## src/rtl/lphd_pkg.sv

```systemverilog
`timescale 1ns / 1ps
// ----------------------------------------------------------------------------
// Linear probe hash dictionary package
// Shared constants, codes and the control/status bundles that join the
// controller and the datapath.
// ----------------------------------------------------------------------------
package lphd_pkg;

  // Default sizes, handed to the top-level parameters.
  localparam int unsigned TABLE_DEPTH_DEF     = 1024;
  localparam int unsigned MAX_KEY_WORDS_DEF   = 4;
  localparam int unsigned MAX_VALUE_WORDS_DEF = 4;

  // Fixed field geometry of the stream items.
  localparam int unsigned NUM_WORDS  = 4;
  localparam int unsigned WORD_W     = 64;
  localparam int unsigned LEN_W      = 3;
  localparam int unsigned CFG_W      = 11;
  localparam int unsigned IN_DATA_W  = 520;
  localparam int unsigned IN_USER_W  = 2;
  localparam int unsigned OUT_DATA_W = 264;
  localparam int unsigned OUT_USER_W = 3;

  // Slot count after reset.
  localparam logic [CFG_W-1:0] SLOTS_RESET = 11'd1024;

  // FNV-1a constants. The prime is 2^40 + 0x1b3.
  localparam logic [WORD_W-1:0] FNV_BASIS = 64'hcbf2_9ce4_8422_2325;
  localparam int unsigned       FNV_SHIFT = 40;
  localparam logic [8:0]        FNV_LOW   = 9'h1b3;

  // Request commands.
  typedef enum logic [1:0] {
    CMD_INSERT = 2'd0,
    CMD_APPEND = 2'd1,
    CMD_LOOKUP = 2'd2,
    CMD_NONE   = 2'd3
  } command_e;

  // Result status codes.
  typedef enum logic [2:0] {
    STAT_INSERTED  = 3'd0,
    STAT_UPDATED   = 3'd1,
    STAT_FOUND     = 3'd2,
    STAT_NOT_FOUND = 3'd3,
    STAT_FULL      = 3'd4,
    STAT_OVERFLOW  = 3'd5
  } status_e;

  // Commands from the controller to the datapath.
  typedef struct packed {
    logic    clr_step;
    logic    load;
    logic    hash_step;
    logic    div_step;
    logic    probe_init;
    logic    rd;
    logic    probe_next;
    logic    wr;
    logic    res_set;
    status_e res_code;
    logic    resp_load;
  } ctrl_cmd_t;

  // Status from the datapath to the controller.
  typedef struct packed {
    logic     clr_last;
    logic     hash_last;
    logic     div_last;
    command_e cmd;
    logic     full_pre;
    logic     row_used;
    logic     row_match;
    logic     value_ovf;
    logic     probe_last;
    logic     out_free;
  } ctrl_sts_t;

endpackage

```

## src/rtl/lphd_ctrl.sv

```systemverilog
`timescale 1ns / 1ps
// ----------------------------------------------------------------------------
// Linear probe hash dictionary controller
// Sequences table clearing, hashing, the modulo reduction, the probe walk,
// the table write and the result hand-off.
// ----------------------------------------------------------------------------
module lphd_ctrl (
  input  logic               clk_i,
  input  logic               rst_ni,
  input  logic               in_valid_i,
  output logic               in_ready_o,
  input  lphd_pkg::ctrl_sts_t sts_i,
  output lphd_pkg::ctrl_cmd_t cmd_o
);

  typedef enum logic [8:0] {
    S_CLEAR = 9'b000000001,
    S_IDLE  = 9'b000000010,
    S_HASH  = 9'b000000100,
    S_DIV   = 9'b000001000,
    S_START = 9'b000010000,
    S_READ  = 9'b000100000,
    S_CHECK = 9'b001000000,
    S_WRITE = 9'b010000000,
    S_RESP  = 9'b100000000
  } state_e;

  state_e state_q, state_d;

  assign in_ready_o = (state_q == S_IDLE);

  // Next state and command decode.
  always_comb begin
    state_d = state_q;
    cmd_o   = '0;
    case (state_q)
      S_CLEAR: begin
        cmd_o.clr_step = 1'b1;
        if (sts_i.clr_last) begin
          state_d = S_IDLE;
        end
      end
      S_IDLE: begin
        if (in_valid_i) begin
          cmd_o.load = 1'b1;
          state_d    = S_HASH;
        end
      end
      S_HASH: begin
        cmd_o.hash_step = 1'b1;
        if (sts_i.hash_last) begin
          state_d = S_DIV;
        end
      end
      S_DIV: begin
        if (sts_i.div_last) begin
          state_d = S_START;
        end
        cmd_o.div_step = 1'b1;
      end
      S_START: begin
        if (sts_i.cmd == lphd_pkg::CMD_NONE) begin
          cmd_o.res_set  = 1'b1;
          cmd_o.res_code = lphd_pkg::STAT_NOT_FOUND;
          state_d        = S_RESP;
        end else if (sts_i.cmd != lphd_pkg::CMD_LOOKUP && sts_i.full_pre) begin
          cmd_o.res_set  = 1'b1;
          cmd_o.res_code = lphd_pkg::STAT_FULL;
          state_d        = S_RESP;
        end else begin
          cmd_o.probe_init = 1'b1;
          state_d          = S_READ;
        end
      end
      S_READ: begin
        cmd_o.rd = 1'b1;
        state_d  = S_CHECK;
      end
      S_CHECK: begin
        cmd_o.res_set = 1'b1;
        if (sts_i.cmd == lphd_pkg::CMD_LOOKUP) begin
          if (!sts_i.row_used) begin
            cmd_o.res_code = lphd_pkg::STAT_NOT_FOUND;
            state_d        = S_RESP;
          end else if (sts_i.row_match) begin
            cmd_o.res_code = lphd_pkg::STAT_FOUND;
            state_d        = S_RESP;
          end else if (sts_i.probe_last) begin
            cmd_o.res_code = lphd_pkg::STAT_NOT_FOUND;
            state_d        = S_RESP;
          end else begin
            cmd_o.res_set    = 1'b0;
            cmd_o.probe_next = 1'b1;
            state_d          = S_READ;
          end
        end else begin
          if (!sts_i.row_used || sts_i.row_match) begin
            if (sts_i.value_ovf) begin
              cmd_o.res_code = lphd_pkg::STAT_OVERFLOW;
              state_d        = S_RESP;
            end else begin
              cmd_o.res_code = sts_i.row_used ? lphd_pkg::STAT_UPDATED
                                              : lphd_pkg::STAT_INSERTED;
              state_d        = S_WRITE;
            end
          end else if (sts_i.probe_last) begin
            cmd_o.res_code = lphd_pkg::STAT_FULL;
            state_d        = S_RESP;
          end else begin
            cmd_o.res_set    = 1'b0;
            cmd_o.probe_next = 1'b1;
            state_d          = S_READ;
          end
        end
      end
      S_WRITE: begin
        cmd_o.wr = 1'b1;
        state_d  = S_RESP;
      end
      S_RESP: begin
        if (sts_i.out_free) begin
          cmd_o.resp_load = 1'b1;
          state_d         = S_IDLE;
        end
      end
      default: begin
        state_d = S_IDLE;
      end
    endcase
  end

  // State register; the table is swept clear after reset.
  always_ff @(posedge clk_i or negedge rst_ni) begin
    if (!rst_ni) begin
      state_q <= S_CLEAR;
    end else begin
      state_q <= state_d;
    end
  end

  // The hash and divide phases always precede the walk.
  a_walk_after_start: assert property (@(posedge clk_i) disable iff (!rst_ni)
    (state_q == S_START && state_d == S_READ) |=> (state_q == S_READ))
    else $error("walk did not start after dispatch");
  a_write_from_check: assert property (@(posedge clk_i) disable iff (!rst_ni)
    (state_q == S_WRITE) |-> ($past(state_q) == S_CHECK))
    else $error("table write not preceded by a probe check");
  a_no_accept_busy: assert property (@(posedge clk_i) disable iff (!rst_ni)
    (in_valid_i && in_ready_o) |=> !in_ready_o)
    else $error("request accepted while busy");

endmodule

```

## config.mk

```make
export PLATFORM = sky130hd
export DESIGN_NAME = lphd_ctrl
export DESIGN_NICKNAME = d
export VERILOG_FILES = /design/src/rtl/lphd_pkg.sv /design/src/rtl/lphd_ctrl.sv
export SDC_FILE = /design/constraint.sdc
export NUM_CORES = 1
export LEC_CHECK = 0
export BUFFER_PORTS_ARGS = -buffer_cell sky130_fd_sc_hd__buf_4
export CAP_MARGIN = 30
export CORE_MARGIN = 2
export CORE_UTILIZATION = 48
export DETAILED_ROUTE_END_ITERATION = 12
export PLACE_DENSITY = 0.78
export SYNTH_ARGS = -nofsm -noshare
export SYNTH_HDL_FRONTEND = slang
export SYNTH_SLANG_ARGS = --single-unit
export TNS_END_PERCENT = 20
```

## constraint.sdc

```tcl
create_clock -name clk_i -period 2.45 [get_ports clk_i]
set_input_delay 0.3675 -clock clk_i [delete_from_list [all_inputs] [get_ports clk_i]]
set_output_delay 0.3675 -clock clk_i [all_outputs]
set_load 0.02 [all_outputs]
```

==> results of run 1 <==
==> path summary, 6_finish.rpt <==
path	cells after the start	end	from	slack, ns
setup / recovery	4	cmd_o[6]	state_q[1]	-0.02
hold / removal	2	state_q[0]	sts_i[10]	0.22
setup reg to reg	4	state_q[5]	state_q[1]	0.61
hold reg to reg	1	state_q[8]	state_q[5]	0.62
max in group asynchronous	2	state_q[0]	rst_ni	1.77
min in group asynchronous	2	state_q[1]	rst_ni	0.47
==> through the flow <==
stage	TNS, ns	area [um2]	cells
2_1_floorplan	0	762.0	90
3_3_place_gp	0	987.2	133
3_5_place_dp	0	987.2	133
4_1_cts	-0.008148	1031	138
5_1_grt	-0.1937	1086	143
6_report	-0.01572	1086	143
==> routing by layer <==
layer | up-vias | wire (um) | global-route usage (%)
met2 | 14 | 968 | 34.41
met3 | 2 | 47 | 2.500
met1 | 394 | 996 | 30.05
met4 | 0 | 26 | 10.91
met5 | - | 0 | 0
li1 | 411 | - | -
==> cell families (layout without fill, tap and decap cells) <==
group	Yosys count	in the layout	synth area share, %
xor+xnor	2	2	2.299
buf+inv	9	46	5.582
mux	2	2	2.627
simple gates	50	50	44.66
flops	9	9	29.72
compound gates	18	18	15.11
==> power by group <==
group / total (W) / internal (W) / switching, W / leakage, nW
Clock: 0.000123 / 0.0000628 / 0.0000606 / 0.0150
Combinational: 0.000357 / 0.000176 / 0.000181 / 0.392
Sequential: 0.000209 / 0.000173 / 0.0000366 / 0.113
Total: 0.000689 / 0.000411 / 0.000278 / 0.520
==> layout by cell type (no fill, tap or decap), types with 4 or more instances in the layout <==
| cell type | synthesis | routed |
|---|---|---|
| a21oi_1 | 4 | 4 |
| buf_4 | 0 | 35 |
| dfrtp_1 | 8 | 5 |
| inv_1 | 6 | 6 |
| nand3_1 | 5 | 5 |
| nor2_1 | 5 | 5 |
| nor2b_1 | 5 | 5 |
| nor3_1 | 5 | 4 |
| nor3b_1 | 6 | 6 |
| nor4b_1 | 4 | 4 |
| o21ai_0 | 5 | 5 |
==> layout make-up <==
class	instances	area [um2]
inverters	6	22.52
well taps	16	20.02
repair buffers	36	272.8
flip-flops and latches	9	230.2
clock buffers	4	26.28
fillers	126	402.9
multi-input cells	72	514.2
==> repair_timing <==
| action | CTS | global route |
|---|---|---|
| hold buffers | 1 | 0 |
| endpoints found under the hold margin | 8 | 0 |
| cloned | 0 | 0 |
| endpoints found under the setup margin | 3 | 6 |
| gates resized for setup | 3 | 4 |
| buffers inserted | 0 | 5 |
==> synth_stat cells (2+ instances only) <==
master,number,share of area (%)
nand3_1,5,3.3
and3_1,2,1.6
inv_1,6,3.0
a21oi_1,4,2.6
nand2_1,3,1.5
nor2_1,5,2.5
o21ai_0,5,3.3
nor4_1,2,1.6
xor2_1,2,2.3
nor3_1,5,3.3
nor2b_1,5,4.1
nor3b_1,6,5.9
dfrtp_1,8,26
and2_1,3,2.5
a31oi_1,2,1.6
nor4b_1,4,4.6
mux2i_1,2,2.6
nand2b_1,2,1.6
==> qor.yml, run 1 <==
floorplan:
  ioPinCount: 28
  core_mm2: 0.001489
  dieArea_mm2: 0.001922
  start_util_pct: 51.18
  die_w_um: 43.84
  die_h_um: 43.84
  num_rows: 14
worst_setup_path:
  cp_top_family: "simple AND/OR/NAND/NOR gates"
  cpPeakStageDelay_ns: 0.57
  path_class: "flop to primary output"
  cpMaxStageDelayCell: "or4_4"
  required_ns: 2.08
  cp-start-kind: "flop"
  path_cells: "or4_4 -> or3_4 -> nor4b_4 -> buf_4"
  arrival_ns: 2.10
  endpoint_kind: "primary output"
  path_buf_inv: 1
  critPathMaxFanout: 6
yosys:
  syn_area_um2: 762.0
  yosysUniqueCellTypes: 37
  syn-num-nets: 104
  syn_inst: 90
  async_flop_share_pct: 100.0
  seq_area_frac_synth_pct: 29.72
  ys.warnings.count: 0
  synth-edff-count: 0
  avgSynthCellArea_um2: 8.466
  synth_ff_type: "dfrtp_1"
  synth-seq-cells: 9
layout:
  utilization_pct: 72.94
  top_regs: "state_q x9"
  final_nets: 142
  largest_reg_flops: 9
  insertedDiodeCount: 0
  drive_gt1_share_pct: 39.37
  top_register: "state_q"
  areaGrowthSynthToFinish_pct: 42.53
global_route:
  grt_pass1_vias: 721
  grt_pass1_wl_um: 3125
  antenna_found_initial: 0
  grt-ovfl-total: 0
  gr-usage-all-layers_pct: 22.04
  grt_max_degree: 11
routing:
  wl_um: 2038
  wl_per_cell_um: 14.25
  vias_per_cell: 5.741
  ant_nets: 0
  drt_first_pass_iters: 4
  drtIter0Drc: 22
  vias: 821
  drc: 0
timing:
  tightest_slew_ns: 0.3457
  rsz0062_at_grt: "yes"
  hold_viol: 0
  fmaxAchievable_mhz: 405.6
  slew_violations: 0
  fin_crit_sh_pct: 100.6
  worst_slack_ns: -0.01572
  finClkSkew_ns: 0.001711
  slew_headroom_pct: 76.91
  period_needed_ns: 2.466
  holdWs_ns: 0.2228
  setup_violations: 1
clocking:
  clockBufferDepth: 2
  cts_buffers: 3
  cts_tree: "yes"
  htree_levels: 1
  cts-root-buf: "clkbuf_4"
  clock_sinks: 9
  cts.clk_slew.worst_paths_ns: 0.07
  clock_insertion_delay_worst_skew_ns: 0.26
worst_hold_path:
  hp-class: "input port to flop"
placement:
  numPortBuffers: 27
  post-place-ws_ns: 0.2286
  dp_hpwl_um: 1502
  place_congestion: 0.7907
power:
  peakVddDrop_mv: 0.6236
  power_w: 0.0006894
  p_leak_nw: 0.5199
  power_density_mw_per_mm2: 634.8
flow_run:
  drv_cap: 0
status:
  violations: "setup timing"
  status: "finished, violations left"
No activity file was read; power rests on OpenSTA's default activity.
==> inputs of run 2 (changes only) <==
--- a/config.mk
+++ b/config.mk
@@ -7,10 +7,12 @@
 export LEC_CHECK = 0
 export BUFFER_PORTS_ARGS = -buffer_cell sky130_fd_sc_hd__buf_4
 export CAP_MARGIN = 30
+export CELL_PAD_IN_SITES_DETAIL_PLACEMENT = 1
+export CELL_PAD_IN_SITES_GLOBAL_PLACEMENT = 2
 export CORE_MARGIN = 2
-export CORE_UTILIZATION = 48
+export CORE_UTILIZATION = 27
 export DETAILED_ROUTE_END_ITERATION = 12
-export PLACE_DENSITY = 0.78
+export PLACE_DENSITY_LB_ADDON = 0.1
 export SYNTH_ARGS = -nofsm -noshare
 export SYNTH_HDL_FRONTEND = slang
 export SYNTH_SLANG_ARGS = --single-unit
==> qor.yml, run 2 (synthesis gave the netlist of run 1 again) <==
timing:
  finClkSkew_ns: 0.004128  # +0.002416 ns
  period_needed_ns: 2.462  # -0.003987 ns
  slew_headroom_pct: 71.41  # -5.5 points
  tightest_slew_ns: 0.4279  # +0.08226 ns
  fin_crit_sh_pct: 100.5  # -0.16 points
  holdWs_ns: 0.2229  # +0.0001230 ns
  fmaxAchievable_mhz: 406.2  # +0.16%
  rsz0062_at_grt: "yes"
  slew_violations: 0  # unchanged
  hold_viol: 0  # unchanged
  setup_violations: 1  # unchanged
  worst_slack_ns: -0.01173  # +0.003987 ns
floorplan:
  dieArea_mm2: 0.003263  # +70%
  die_w_um: 57.13  # +30%
  core_mm2: 0.002710  # +82%
  num_rows: 19  # +5
  ioPinCount: 28  # unchanged
  start_util_pct: 28.12  # -23 points
  die_h_um: 57.13  # +30%
layout:
  layout_commonest_cell: "buf_4"
  top_regs: "state_q x9"
  areaGrowthSynthToFinish_pct: 47.95
  mostFrequentLayoutCells: "buf_4 (38), inv_1 (6), nor3b_1 (6)"
  utilization_pct: 41.60  # -31 points
  final_nets: 145  # +2.1%
  multi_input_area_um2: 514.2  # unchanged
  stdcell_area_mm2: 0.001127  # +3.8%
  drive_gt1_share_pct: 42.31  # +2.9 points
  top_register: "state_q"
  num-fill-cells: 345  # +170%
  ff_latch_area_um2: 230.2  # unchanged
  largest_reg_flops: 9  # unchanged
  insertedDiodeCount: 0  # unchanged
worst_setup_path:
  path_class: "flop to primary output"
  critPathMaxFanout: 4  # -2
  required_ns: 2.08  # about the same
  cp-start-kind: "flop"
  arrival_ns: 2.09  # about the same
  r2r-start: "state_q[5]"
  r2r_slack_ns: 0.60  # about the same
  endpoint_kind: "primary output"
  cp-startpoint: "state_q[5]"
routing:
  wl_per_cell_um: 15.24  # +6.9%
  drt_first_pass_iters: 4  # unchanged
  routedLengthMet1_um: 1121  # +13%
  wl_um: 2453  # +20%
  drtIter0Drc: 11  # -50%
  dr_wl_met3_um: 59  # +26%
  ant_nets: 0  # unchanged
  drc: 0  # unchanged
  vias: 832  # +1.3%
  top_layer_used: "met4"
  dr_wl_met2_um: 1242  # +28%
  vias_per_cell: 5.168  # -10%
power:
  p_sw_share_pct: 41.47  # +1.1 points
  p_leak_nw: 0.5318  # +2.3%
  peakVddDrop_mv: 0.3815  # -39%
  clkPwrFrac_pct: 17.7  # -0.2 points
  power.switching_w: 0.0002863  # +2.8%
  power_frac_comb_pct: 53.6  # +1.8 points
  seqPwrFrac_pct: 28.7  # -1.6 points
  power_density_mw_per_mm2: 612.2  # -3.6%
  internal_power_w: 0.0004039  # -1.7%
clocking:
  cts_buffers: 3  # unchanged
  cts.clk_slew.worst_paths_ns: 0.07  # about the same
  clock_insertion_delay_worst_skew_ns: 0.27  # about the same
  cts_tree: "yes"
  cts-root-buf: "clkbuf_4"
  clock_sinks: 9  # unchanged
  clockBufferDepth: 2  # unchanged
  htree_levels: 1  # unchanged
global_route:
  grt_pass1_wl_um: 3774  # +21%
  grt_max_degree: 11  # unchanged
  antenna_found_initial: 0  # unchanged
  gr-usage-all-layers_pct: 14.65  # -7.4 points
  grt_pass1_vias: 836  # +16%
  grt-ovfl-total: 0  # unchanged
placement:
  placed_area_mm2: 0.001013  # +2.7%
  numPortBuffers: 27  # unchanged
  dp_hpwl_um: 1748  # +16%
  place_congestion: 0.7332  # -7.3%
flow_run:
  drv_cap: 0  # unchanged
status:
  violations: "setup timing"
  status: "finished, violations left"
worst_hold_path:
  hp-class: "input port to flop"
  min_from: "sts_i[10]"
run 2: area by class of cell:
class                      instances  share of cell area, %
tap                               31                  3.441
sequential                         9                  20.42
timing repair buffer              39                  26.19
multi-input combinational         72                  45.62
inverter                           6                  1.998
clock buffer                       4                  2.331
run 2: timing repair:
| action | in CTS | in global routing |
|---|---|---|
| hold buffers | 1 | 0 |
| pin swaps | 1 | 3 |
| endpoints found under the hold margin | 8 | 0 |
| setup endpoints to repair | 4 | 6 |
| buffers inserted | 0 | 7 |
| resized for setup | 4 | 5 |
run 2: critical path: stages (launching register included):
cell	delay, ns
dfrtp_2	0.44
or4b_4	0.55
or3_4	0.42
nor4b_4	0.24
buf_4	0.18
run 2: per-layer routing:
metal  vias up  track usage (%)
met5         -                0
met4         0            4.983
met3         4            2.041
met2        14            24.30
met1       399            19.61
li1        415                -
run 2: stage by stage:
| step | setup WS (ns) | total power, W | setup TNS [ns] | cells |
|---|---|---|---|---|
| after floorplan | 0.1575 | 0.0004471 | 0 | 90 |
| after global placement | 0.2336 | 0.0005551 | 0 | 149 |
| after detailed placement | 0.2473 | 0.0005582 | 0 | 149 |
| after CTS | -0.01883 | 0.0006834 | -0.02107 | 154 |
| after global routing | -0.08981 | 0.0007465 | -0.3026 | 161 |
| final | -0.01173 | 0.0006902 | -0.01173 | 161 |
run 2: power groups by stage:
stage / combinational (W) / sequential [W] / clock [W]
floorplan: 0.000256 / 0.000191 / 0
global placement: 0.000356 / 0.000199 / 0
detailed placement: 0.000359 / 0.000199 / 0
CTS: 0.000362 / 0.000197 / 0.000124
global route: 0.000407 / 0.000201 / 0.000138
finish: 0.000370 / 0.000198 / 0.000122
run 2: worst paths after layout:
| path | to | depth (start not counted) |
|---|---|---|
| min | state_q[0] | 2 |
| min reg2reg | state_q[6] | 2 |
| max in group asynchronous | state_q[0] | 2 |
| min in group asynchronous | state_q[1] | 2 |
| max | cmd_o[6] | 4 |
| max reg2reg | state_q[5] | 4 |
